<file path="src/design/sblc_pkg.sv">
// ----------------------------------------------------------------------------
// sblc_pkg: shared types, constants and tables for spectrum_bin_log_colormap
// Holds the log2 mantissa table, the decibel scale factor and the hue
// wheel helper.
// ----------------------------------------------------------------------------
package sblc_pkg;

    // Configuration register indexes
    typedef enum logic [7:0] {
        CFG_OFFSET = 8'd0,
        CFG_SLOPE  = 8'd1
    } t_cfg_idx;

    // 20*log10(2) in Q16
    localparam logic signed [19:0] DB_K_Q16 = 20'sd394566;

    localparam logic [11:0] HUE_SPAN    = 12'd1530;
    localparam logic [11:0] HUE_MID     = 12'd765;
    localparam logic [11:0] PHASE_RED   = 12'd0;
    localparam logic [11:0] PHASE_GREEN = 12'd1020;
    localparam logic [11:0] PHASE_BLUE  = 12'd510;

    localparam logic [7:0] EXP_SPECIAL = 8'hFF;

    typedef logic [9:0] t_log_table [256];

    // Pass-through payload
    typedef struct packed {
        logic [9:0] index;
        logic       last;
    } t_tag;

    // Forced result class
    typedef struct packed {
        logic zero;
        logic full;
    } t_cls;

    // log2(1 + i/256) in Q10, by bit-serial squaring of a Q30 value
    function automatic logic [9:0] log2_frac_q10(input int unsigned i);
        logic [63:0] x;
        logic [10:0] r;
        logic [11:0] rr;
        x = 64'(256 + (i & 255)) << 22;
        r = '0;
        for (int n = 0; n < 11; n++) begin
            x = (x * x) >> 30;
            r = {r[9:0], 1'b0};
            if (x >= 64'h8000_0000) begin
                r[0] = 1'b1;
                x    = x >> 1;
            end
        end
        rr = {1'b0, r} + 12'd1;
        return rr[10:1];
    endfunction

    function automatic t_log_table build_log_table();
        t_log_table t;
        for (int k = 0; k < 256; k++) begin
            t[k] = log2_frac_q10(k);
        end
        return t;
    endfunction

    localparam t_log_table LOG2_TABLE = build_log_table();

    // One component of the hue wheel
    function automatic logic [7:0] hue_comp(input logic [7:0] lvl, input logic [11:0] phase);
        logic [11:0] x;
        logic [11:0] d;
        x = 12'({lvl, 2'b00}) + 12'({lvl, 1'b0}) + phase;
        if (x >= HUE_SPAN) begin
            x = x - HUE_SPAN;
        end
        d = (x >= HUE_MID) ? (x - HUE_MID) : (HUE_MID - x);
        if (d <= 12'd255) begin
            return 8'd0;
        end else if (d >= 12'd510) begin
            return 8'd255;
        end else begin
            d = d - 12'd255;
            return d[7:0];
        end
    endfunction

endpackage

</file>
<file path="src/design/spectrum_bin_log_colormap.sv">
// ----------------------------------------------------------------------------
// spectrum_bin_log_colormap: decibel level and hue colour of one spectrum bin
// Six-stage pipeline from IEEE single magnitude to level and RGB.
// ----------------------------------------------------------------------------
// Usage:
//   Input channel (i_in_valid / o_in_ready) carries a magnitude as IEEE single
//   bits, the bin index and a last-bin flag. Output channel (o_out_valid /
//   i_out_ready) returns pixel index, level, red, green, blue and column end,
//   one result per input, in order.
//   Config channel (i_cfg_valid / o_cfg_ready) writes offset_q8 (index 0) or
//   slope_q8 (index 1); other indexes are dropped. Write only while idle.
//   Throughput: one item per cycle while the receiver accepts results, set by
//   the six-stage pipeline (classify, normalize and table lookup, two
//   multiplies, offset add and saturate, hue).
//   Each stage advances when it is empty or the stage after it advances, so
//   bubbles collapse and input is taken while a result waits at the output.
//   Reset clears all stage valid bits and loads offset 20.0 and slope 1.0.
//   A stalled receiver holds the output register; the pipeline fills behind it.
// ----------------------------------------------------------------------------
module spectrum_bin_log_colormap (
    input  logic        i_clk,
    input  logic        i_rst_n,
    input  logic        i_in_valid,
    output logic        o_in_ready,
    input  logic [31:0] i_magnitude_bits,
    input  logic [9:0]  i_bin_index,
    input  logic        i_last_bin,
    output logic        o_out_valid,
    input  logic        i_out_ready,
    output logic [9:0]  o_pixel_index,
    output logic [7:0]  o_level,
    output logic [7:0]  o_red,
    output logic [7:0]  o_green,
    output logic [7:0]  o_blue,
    output logic        o_column_end,
    input  logic        i_cfg_valid,
    output logic        o_cfg_ready,
    input  logic [7:0]  i_cfg_index,
    input  logic [15:0] i_cfg_data
);
    import sblc_pkg::*;

    localparam int NSTG = 6;

    // Configuration
    logic signed [15:0] r_offset_q8;
    logic [11:0]        r_slope_q8;

    // Stage control
    logic [NSTG-1:0] r_vld;
    logic [NSTG-1:0] stg_adv;

    // Stage 1: classify, find leading one
    t_tag        r_s1_tag;
    t_cls        r_s1_cls;
    logic        r_s1_sub;
    logic [7:0]  r_s1_exp;
    logic [22:0] r_s1_mant;
    logic [4:0]  r_s1_lead;
    t_cls        n_s1_cls;
    logic [4:0]  n_s1_lead;

    // Stage 2: log2 in Q10
    t_tag               r_s2_tag;
    t_cls               r_s2_cls;
    logic signed [18:0] r_s2_l2;
    logic [22:0]        s2_shifted;
    logic [7:0]         s2_tidx;
    logic signed [8:0]  s2_exp;

    // Stage 3: times slope
    t_tag               r_s3_tag;
    t_cls               r_s3_cls;
    logic signed [31:0] r_s3_prod;

    // Stage 4: times decibel constant
    t_tag               r_s4_tag;
    t_cls               r_s4_cls;
    logic signed [51:0] r_s4_prod;

    // Stage 5: offset, floor, saturate
    t_tag               r_s5_tag;
    logic [7:0]         r_s5_level;
    logic signed [51:0] n_sum;
    logic signed [17:0] s5_floor;
    logic [7:0]         n_s5_level;

    // Stage 6: output register
    t_tag       r_s6_tag;
    logic [7:0] r_s6_level;
    logic [7:0] r_s6_red;
    logic [7:0] r_s6_green;
    logic [7:0] r_s6_blue;

    // ---------------- configuration ----------------
    assign o_cfg_ready = 1'b1;

    always_ff @(posedge i_clk) begin
        if (!i_rst_n) begin
            r_offset_q8 <= 16'sd5120;
            r_slope_q8  <= 12'd256;
        end else if (i_cfg_valid && o_cfg_ready) begin
            case (i_cfg_index)
                CFG_OFFSET: r_offset_q8 <= $signed(i_cfg_data);
                CFG_SLOPE:  r_slope_q8  <= i_cfg_data[11:0];
                default: ;
            endcase
        end
    end

    // ---------------- stage control ----------------
    always_comb begin
        stg_adv[NSTG-1] = !r_vld[NSTG-1] || i_out_ready;
        for (int k = NSTG - 2; k >= 0; k--) begin
            stg_adv[k] = !r_vld[k] || stg_adv[k+1];
        end
    end

    assign o_in_ready = stg_adv[0];

    always_ff @(posedge i_clk) begin
        if (!i_rst_n) begin
            r_vld <= '0;
        end else begin
            if (stg_adv[0]) begin
                r_vld[0] <= i_in_valid;
            end
            for (int k = 1; k < NSTG; k++) begin
                if (stg_adv[k]) begin
                    r_vld[k] <= r_vld[k-1];
                end
            end
        end
    end

    // ---------------- stage 1 ----------------
    always_comb begin
        n_s1_cls = '0;
        if (i_magnitude_bits[30:23] == EXP_SPECIAL) begin
            if (i_magnitude_bits[22:0] != '0) begin
                n_s1_cls.zero = 1'b1;
            end else if (i_magnitude_bits[31]) begin
                n_s1_cls.zero = 1'b1;
            end else begin
                n_s1_cls.full = 1'b1;
            end
        end else if (i_magnitude_bits[31]) begin
            n_s1_cls.zero = 1'b1;
        end else if (i_magnitude_bits[30:0] == '0) begin
            n_s1_cls.zero = 1'b1;
        end
        // highest set mantissa bit wins
        n_s1_lead = '0;
        for (int k = 0; k < 23; k++) begin
            if (i_magnitude_bits[k]) begin
                n_s1_lead = 5'(k);
            end
        end
    end

    always_ff @(posedge i_clk) begin
        if (stg_adv[0]) begin
            r_s1_tag  <= '{index: i_bin_index, last: i_last_bin};
            r_s1_cls  <= n_s1_cls;
            r_s1_sub  <= (i_magnitude_bits[30:23] == 8'd0);
            r_s1_exp  <= i_magnitude_bits[30:23];
            r_s1_mant <= i_magnitude_bits[22:0];
            r_s1_lead <= n_s1_lead;
        end
    end

    // ---------------- stage 2 ----------------
    always_comb begin
        s2_shifted = r_s1_mant << (5'd23 - r_s1_lead);
        if (r_s1_sub) begin
            s2_tidx = s2_shifted[22:15];
            s2_exp  = $signed({4'b0, r_s1_lead}) - 9'sd149;
        end else begin
            s2_tidx = r_s1_mant[22:15];
            s2_exp  = $signed({1'b0, r_s1_exp}) - 9'sd127;
        end
    end

    always_ff @(posedge i_clk) begin
        if (stg_adv[1]) begin
            r_s2_tag <= r_s1_tag;
            r_s2_cls <= r_s1_cls;
            r_s2_l2  <= $signed({s2_exp, LOG2_TABLE[s2_tidx]});
        end
    end

    // ---------------- stage 3 ----------------
    always_ff @(posedge i_clk) begin
        if (stg_adv[2]) begin
            r_s3_tag  <= r_s2_tag;
            r_s3_cls  <= r_s2_cls;
            r_s3_prod <= 32'(r_s2_l2 * $signed({1'b0, r_slope_q8}));
        end
    end

    // ---------------- stage 4 ----------------
    always_ff @(posedge i_clk) begin
        if (stg_adv[3]) begin
            r_s4_tag  <= r_s3_tag;
            r_s4_cls  <= r_s3_cls;
            r_s4_prod <= 52'(r_s3_prod * DB_K_Q16);
        end
    end

    // ---------------- stage 5 ----------------
    always_comb begin
        n_sum    = r_s4_prod + 52'($signed({r_offset_q8, 26'b0}));
        // upper bits of a two's complement value give the floor
        s5_floor = n_sum[51:34];
        if (r_s4_cls.full) begin
            n_s5_level = 8'd255;
        end else if (r_s4_cls.zero || s5_floor < 0) begin
            n_s5_level = 8'd0;
        end else if (s5_floor > 18'sd255) begin
            n_s5_level = 8'd255;
        end else begin
            n_s5_level = s5_floor[7:0];
        end
    end

    always_ff @(posedge i_clk) begin
        if (stg_adv[4]) begin
            r_s5_tag   <= r_s4_tag;
            r_s5_level <= n_s5_level;
        end
    end

    // ---------------- stage 6 ----------------
    always_ff @(posedge i_clk) begin
        if (stg_adv[5]) begin
            r_s6_tag   <= r_s5_tag;
            r_s6_level <= r_s5_level;
            r_s6_red   <= hue_comp(r_s5_level, PHASE_RED);
            r_s6_green <= hue_comp(r_s5_level, PHASE_GREEN);
            r_s6_blue  <= hue_comp(r_s5_level, PHASE_BLUE);
        end
    end

    assign o_out_valid   = r_vld[NSTG-1];
    assign o_pixel_index = r_s6_tag.index;
    assign o_column_end  = r_s6_tag.last;
    assign o_level       = r_s6_level;
    assign o_red         = r_s6_red;
    assign o_green       = r_s6_green;
    assign o_blue        = r_s6_blue;

`ifndef SYNTH
    // An empty output stage always makes room upstream
    a_ready_when_drained: assert property (@(posedge i_clk) disable iff (!i_rst_n)
        !o_out_valid |-> o_in_ready)
        else $error("input not ready while output stage is empty");

    // Hue wheel keeps one component at zero
    a_hue_one_zero: assert property (@(posedge i_clk) disable iff (!i_rst_n)
        o_out_valid |-> (o_red == 8'd0 || o_green == 8'd0 || o_blue == 8'd0))
        else $error("hue colour has no zero component");

    // Reset empties the pipeline
    a_reset_clears: assert property (@(posedge i_clk)
        $past(!i_rst_n) |-> !o_out_valid)
        else $error("output valid right after reset");
`endif

endmodule
</file>
<file path="config.mk">
export PLATFORM = sky130hd
export DESIGN_NAME = spectrum_bin_log_colormap
export DESIGN_NICKNAME = d
export VERILOG_FILES = /design/src/design/sblc_pkg.sv /design/src/design/spectrum_bin_log_colormap.sv
export SDC_FILE = /design/constraint.sdc
export NUM_CORES = 2
export LEC_CHECK = 0
export BUFFER_PORTS_ARGS = -buffer_cell sky130_fd_sc_hd__buf_2
export CAP_MARGIN = 20
export CORE_MARGIN = 1.5
export CORE_UTILIZATION = 55
export DETAILED_ROUTE_END_ITERATION = 8
export PLACE_DENSITY = 0.73
export SLEW_MARGIN = 10
export SYNTH_ARGS = -nofsm -noshare
export SYNTH_HDL_FRONTEND = slang
export SYNTH_SLANG_ARGS = --single-unit
</file>
<file path="constraint.sdc">
create_clock -name i_clk -period 7.55 [get_ports i_clk]
set_clock_uncertainty 0.1 [all_clocks]
set_input_delay 0.755 -clock i_clk [delete_from_list [all_inputs] [get_ports i_clk]]
set_output_delay 0.755 -clock i_clk [all_outputs]
set_load 0.02 [all_outputs]
</file>
==> impl_results.html <==
<table>
<tr><th>Metric</th><th>Value</th></tr>
<tr><th colspan="2">Route</th></tr>
<tr><td>Per-cell routed wire length</td><td>about 18 um</td></tr>
<tr><td>Number of vias after detailed routing</td><td>roughly 25000</td></tr>
<tr><td>Total DRC errors in the routed layout</td><td>0</td></tr>
<tr><td>Detailed Route WL</td><td>~77000 um</td></tr>
<tr><td>Post-DRT Antenna Nets</td><td>0</td></tr>
<tr><td>Violation count after the first detailed-routing iteration</td><td>around 2200</td></tr>
<tr><td>Detailed-routing iteration count for the pre-antenna-repair pass</td><td>6</td></tr>
<tr><td>Avg Vias per Cell</td><td>about 5.7</td></tr>
<tr><th colspan="2">Global routing</th></tr>
<tr><td>Antenna violations before repair</td><td>0</td></tr>
<tr><td>Maximum number of pins on one net before global-route repair</td><td>62</td></tr>
<tr><td>GRT Util Overall</td><td>between 20% and 30%</td></tr>
<tr><td>Via count of the first global-routing pass</td><td>about 25000</td></tr>
<tr><td>Wire length of the first global-routing pass</td><td>between 100000 and 150000 um</td></tr>
<tr><td>Total congestion overflow</td><td>0</td></tr>
<tr><th colspan="2">Min path</th></tr>
<tr><td>WHS Path Cells</td><td>1</td></tr>
<tr><td>Worst min path class</td><td>primary input to flip-flop</td></tr>
<tr><td>Launch point of the worst hold path</td><td>i_bin_index[5]</td></tr>
<tr><th colspan="2">Job</th></tr>
<tr><td>Max-cap check violation count</td><td>0</td></tr>
<tr><th colspan="2">Setup path</th></tr>
<tr><td>Critical Path RT</td><td>approximately 7.8 ns</td></tr>
<tr><td>R2R setup slack</td><td>0.55 ns</td></tr>
<tr><td>Launching element type of the critical path</td><td>flip-flop</td></tr>
<tr><td>Data arrival, critical path</td><td>7.23 ns</td></tr>
<tr><td>Critical path type</td><td>flip-flop to flip-flop</td></tr>
<tr><td>Worst setup endpoint</td><td>r_s3_prod[30]</td></tr>
<tr><td>R2R cell count</td><td>24</td></tr>
<tr><td>Startpoint of the most critical register-to-register path</td><td>r_s2_l2[1]</td></tr>
<tr><td>Setup crit start</td><td>r_s2_l2[1]</td></tr>
<tr><td>Worst Path Max Fanout</td><td>12</td></tr>
<tr><td>Critical path endpoint category</td><td>flip-flop</td></tr>
<tr><td>Critical R2R Capture</td><td>r_s3_prod[30]</td></tr>
<tr><th colspan="2">Floorplan</th></tr>
<tr><td>Total Die Area</td><td>about 0.062 sq mm</td></tr>
<tr><td>Placement row count</td><td>90</td></tr>
<tr><td>Horizontal die dimension</td><td>~250 um</td></tr>
<tr><td>Starting density of the core</td><td>approximately 55%</td></tr>
<tr><td>I/O pins</td><td>about 120</td></tr>
<tr><td>DIE HEIGHT</td><td>between 200 and 250 um</td></tr>
<tr><td>Core area</td><td>~0.060 sq mm</td></tr>
<tr><th colspan="2">Synthesis</th></tr>
<tr><td>Async set or reset register ratio after synthesis</td><td>0%</td></tr>
<tr><td>Sequential-to-total area share from yosys stat</td><td>between 20% and 30%</td></tr>
<tr><td>Number of nets in the synthesized netlist</td><td>4289</td></tr>
<tr><td>Post-synth EDFFs</td><td>228</td></tr>
<tr><td>Synth Cell Area</td><td>0.0334 sq mm</td></tr>
<tr><td>Mean Syn Cell Area</td><td>roughly 9.6 sq um</td></tr>
<tr><td>Instance count of the mapped netlist</td><td>approximately 3500</td></tr>
<tr><td>Count of unique library cells instantiated by Yosys</td><td>approximately 110</td></tr>
<tr><td>Yosys reg bits</td><td>between 200 and 300</td></tr>
<tr><td>Synth Flop Type</td><td>sky130_fd_sc_hd__edfxtp_1</td></tr>
<tr><td>Total of warnings raised by yosys</td><td>0</td></tr>
<tr><th colspan="2">Power</th></tr>
<tr><td>Worst IR drop on VDD</td><td>~0.36 mV</td></tr>
<tr><td>Pleak</td><td>roughly 17 nW</td></tr>
<tr><td>PD cells</td><td>378 mW/mm^2</td></tr>
<tr><th colspan="2">Timing</th></tr>
<tr><td>Slew HR</td><td>approximately 28%</td></tr>
<tr><td>Final critical-path share of the clock period</td><td>about 90%</td></tr>
<tr><td>Final number of setup-violating endpoints</td><td>0</td></tr>
<tr><td>Achievable clock frequency</td><td>roughly 0.14 GHz</td></tr>
<tr><td>Hold violation count in the final report</td><td>0</td></tr>
<tr><td>Slew @ Worst Pin</td><td>approximately 1.1 ns</td></tr>
<tr><td>Max Slew Vio Count</td><td>0</td></tr>
<tr><td>Clock period minus worst slack</td><td>between 7 and 8 ns</td></tr>
<tr><td>Setup TNS</td><td>0 ns</td></tr>
<tr><td>Unrepaired setup endpoints after global routing</td><td>false</td></tr>
<tr><th colspan="2">CTS</th></tr>
<tr><td>TritonCTS clock tree</td><td>done</td></tr>
<tr><td>Number of levels in the clock H-tree</td><td>1</td></tr>
<tr><td>Clock latency on the worst-skew pair</td><td>0.60 ns</td></tr>
<tr><td>Root buf cell</td><td>sky130_fd_sc_hd__clkbuf_16</td></tr>
<tr><td>Clk pin slew, worst setup/hold paths</td><td>roughly 0.06 ns</td></tr>
<tr><td>Num CTS Buffers</td><td>30</td></tr>
<tr><td>Max clock buf depth</td><td>3</td></tr>
<tr><td>Hold buffer count at cts</td><td>0</td></tr>
<tr><td>Clk sink count</td><td>262</td></tr>
<tr><td>Post-CTS sizing</td><td>0</td></tr>
<tr><th colspan="2">Placement</th></tr>
<tr><td>Final estimated routing congestion in global placement</td><td>0.937</td></tr>
<tr><td>Port-buffer cells</td><td>116</td></tr>
<tr><td>Total half-perimeter wirelength after legalization and detailed placement</td><td>between 60000 and 70000 um</td></tr>
<tr><td>Total placed instance area</td><td>0.0348 sq mm</td></tr>
<tr><th colspan="2">Finish</th></tr>
<tr><td>Commonest non-fill, non-tap cell in the layout</td><td>sky130_fd_sc_hd__inv_1</td></tr>
<tr><td>Area Growth Syn to Fin</td><td>7.31%</td></tr>
<tr><td>Filler Cells Inserted</td><td>~5200</td></tr>
<tr><td>Post-route standard cell area excluding fillers</td><td>roughly 0.036 sq mm</td></tr>
<tr><td>Final-stage net count</td><td>~4400</td></tr>
<tr><td>Antenna diode count</td><td>0</td></tr>
<tr><td>Layout cells sized above 1</td><td>roughly 8.9%</td></tr>
<tr><td>Most frequent cells in the layout</td><td>sky130_fd_sc_hd__inv_1, sky130_fd_sc_hd__ha_1, sky130_fd_sc_hd__fa_1</td></tr>
<tr><th colspan="2">Status</th></tr>
<tr><td>Run status</td><td>finished clean</td></tr>
</table>
cells in the mapped netlist (14+ instances only):
cell type / count / area [sq um]
sky130_fd_sc_hd__a211oi_1: 35 / 263
sky130_fd_sc_hd__ha_1: 379 / 4740
sky130_fd_sc_hd__clkbuf_1: 105 / 394
sky130_fd_sc_hd__xnor2_1: 129 / 1130
sky130_fd_sc_hd__nor2_1: 187 / 702
sky130_fd_sc_hd__o22ai_1: 16 / 100
sky130_fd_sc_hd__inv_1: 579 / 2170
sky130_fd_sc_hd__fa_1: 353 / 7070
sky130_fd_sc_hd__o21a_1: 32 / 240
sky130_fd_sc_hd__xor2_1: 28 / 245
sky130_fd_sc_hd__nand2_1: 283 / 1060
sky130_fd_sc_hd__nor3_1: 59 / 295
sky130_fd_sc_hd__o21ai_0: 102 / 510
sky130_fd_sc_hd__buf_1: 17 / 63.8
sky130_fd_sc_hd__a2111oi_0: 14 / 123
sky130_fd_sc_hd__nor4_1: 22 / 138
sky130_fd_sc_hd__nor2b_1: 42 / 263
sky130_fd_sc_hd__edfxtp_1: 228 / 6850
sky130_fd_sc_hd__o211ai_1: 36 / 270
sky130_fd_sc_hd__nand4_1: 19 / 119
sky130_fd_sc_hd__nand3_1: 49 / 245
sky130_fd_sc_hd__o31ai_1: 14 / 105
sky130_fd_sc_hd__and2_1: 133 / 832
sky130_fd_sc_hd__or2_2: 17 / 106
sky130_fd_sc_hd__and3_1: 17 / 106
sky130_fd_sc_hd__o21bai_1: 17 / 128
sky130_fd_sc_hd__mux2i_1: 50 / 500
sky130_fd_sc_hd__a31oi_1: 29 / 181
sky130_fd_sc_hd__nand2b_1: 17 / 106
sky130_fd_sc_hd__a21o_1: 32 / 240
sky130_fd_sc_hd__a21oi_1: 152 / 761
sky130_fd_sc_hd__dfxtp_1: 34 / 681
sky130_fd_sc_hd__mux4_2: 16 / 360
power by group:
| part | internal [mW] | switching [mW] | total (mW) |
|---|---|---|---|
| Clock | 0.845 | 0.600 | 1.45 |
| Combinational | 4.09 | 5.64 | 9.74 |
| Sequential | 2.19 | 0.154 | 2.34 |
| Total | 7.12 | 6.40 | 13.5 |
how the worst min path moves through the flow:
stage	endpoint	slack [ns]
2_1_floorplan	o_column_end	0.30
3_3_place_gp	r_s2_tag[3]	0.30
6_report	r_s1_tag[6]	0.23
3_5_place_dp	o_pixel_index[2]	0.30
5_1_grt	r_s1_tag[3]	0.21
4_1_cts	r_s1_tag[8]	0.20
flip-flops by register name, summed over array words and instances, names as in the netlist, 5 cells and up:
register       count
o_blue             8
o_green            8
o_level            8
o_pixel_index     10
o_red              8
r_offset_q8       16
r_s1_exp           8
r_s1_lead          5
r_s1_mant         23
r_s1_tag          11
r_s2_l2           19
r_s2_tag          11
r_s3_prod         32
r_s3_tag          11
r_s4_prod         26
r_s4_tag          11
r_s5_level         8
r_s5_tag          11
r_slope_q8        12
r_vld              6
routing by layer:
metal  wire (um)  track usage [%]
met2       34700             39.0
met4        2060             6.48
met3        5070             3.55
met5           0                0
met1       35200             35.8
worst max-delay path, cell delays in order, from the launching register on:
cell and delay (ns):
sky130_fd_sc_hd__edfxtp_1 0.57, sky130_fd_sc_hd__nand2_1 0.15, sky130_fd_sc_hd__fa_1 0.55, sky130_fd_sc_hd__inv_1 0.06
sky130_fd_sc_hd__fa_1 0.42, sky130_fd_sc_hd__ha_1 0.31, sky130_fd_sc_hd__ha_1 0.29, sky130_fd_sc_hd__inv_1 0.06
sky130_fd_sc_hd__fa_1 0.54, sky130_fd_sc_hd__inv_1 0.07, sky130_fd_sc_hd__fa_1 0.45, sky130_fd_sc_hd__a21o_1 0.20
sky130_fd_sc_hd__a21oi_1 0.27, sky130_fd_sc_hd__o21bai_1 0.11, sky130_fd_sc_hd__a21oi_1 0.22, sky130_fd_sc_hd__o21ai_0 0.21
sky130_fd_sc_hd__a211oi_1 0.33, sky130_fd_sc_hd__o21ai_0 0.19, sky130_fd_sc_hd__a2111oi_0 0.41, sky130_fd_sc_hd__nor3_1 0.17
sky130_fd_sc_hd__a41o_1 0.31, sky130_fd_sc_hd__o211ai_1 0.19, sky130_fd_sc_hd__nand3_1 0.11, sky130_fd_sc_hd__o41ai_1 0.33
sky130_fd_sc_hd__xnor2_1 0.10
stage by stage:
step / worst slack (ns) / cells / utilization (%) / total power [mW] / hold slack [ns]
3_3_place_gp: 0.673 / 4296 / 57.8 / 11.8 / 0.300
6_report: 0.550 / 4358 / 59.5 / 13.5 / 0.234
5_1_grt: 0.0672 / 4358 / 59.5 / 14.8 / 0.209
2_1_floorplan: 1.09 / 3485 / - / 9.87 / 0.300
4_1_cts: 0.494 / 4352 / 59.4 / 13.5 / 0.198
3_5_place_dp: 0.544 / 4296 / 57.8 / 12.0 / 0.305
logic make-up after synthesis:
| kind of cell | count (synthesis) | synth area share, % |
|---|---|---|
| AND/OR/NAND/NOR | 899 | 13.3 |
| buffers and inverters | 717 | 8.15 |
| flip-flops | 262 | 22.6 |
| other | 1 | 0.0112 |
| AO/OA/AOI/OAI | 634 | 13.2 |
| adder cells (fa/ha/maj) | 732 | 35.4 |
| XOR/XNOR | 160 | 4.30 |
| multiplexers | 80 | 3.06 |
cell type report:
class	instances	area (sq um)	share of cell area [%]
Inverter	584	2190	6.12
Clock inverter	12	133	0.371
Sequential cell	262	7530	21.0
Clock buffer	44	845	2.36
Tap cell	782	978	2.73
Multi-Input combinational cell	2506	23100	64.7
Timing Repair Buffer	168	972	2.72
timing repair:
action                                 CTS  global route
setup endpoints to repair                0             1
buffers inserted                         0             5
endpoints found under the hold margin    0             0
Note: power is estimated with default switching activity, not from simulation.
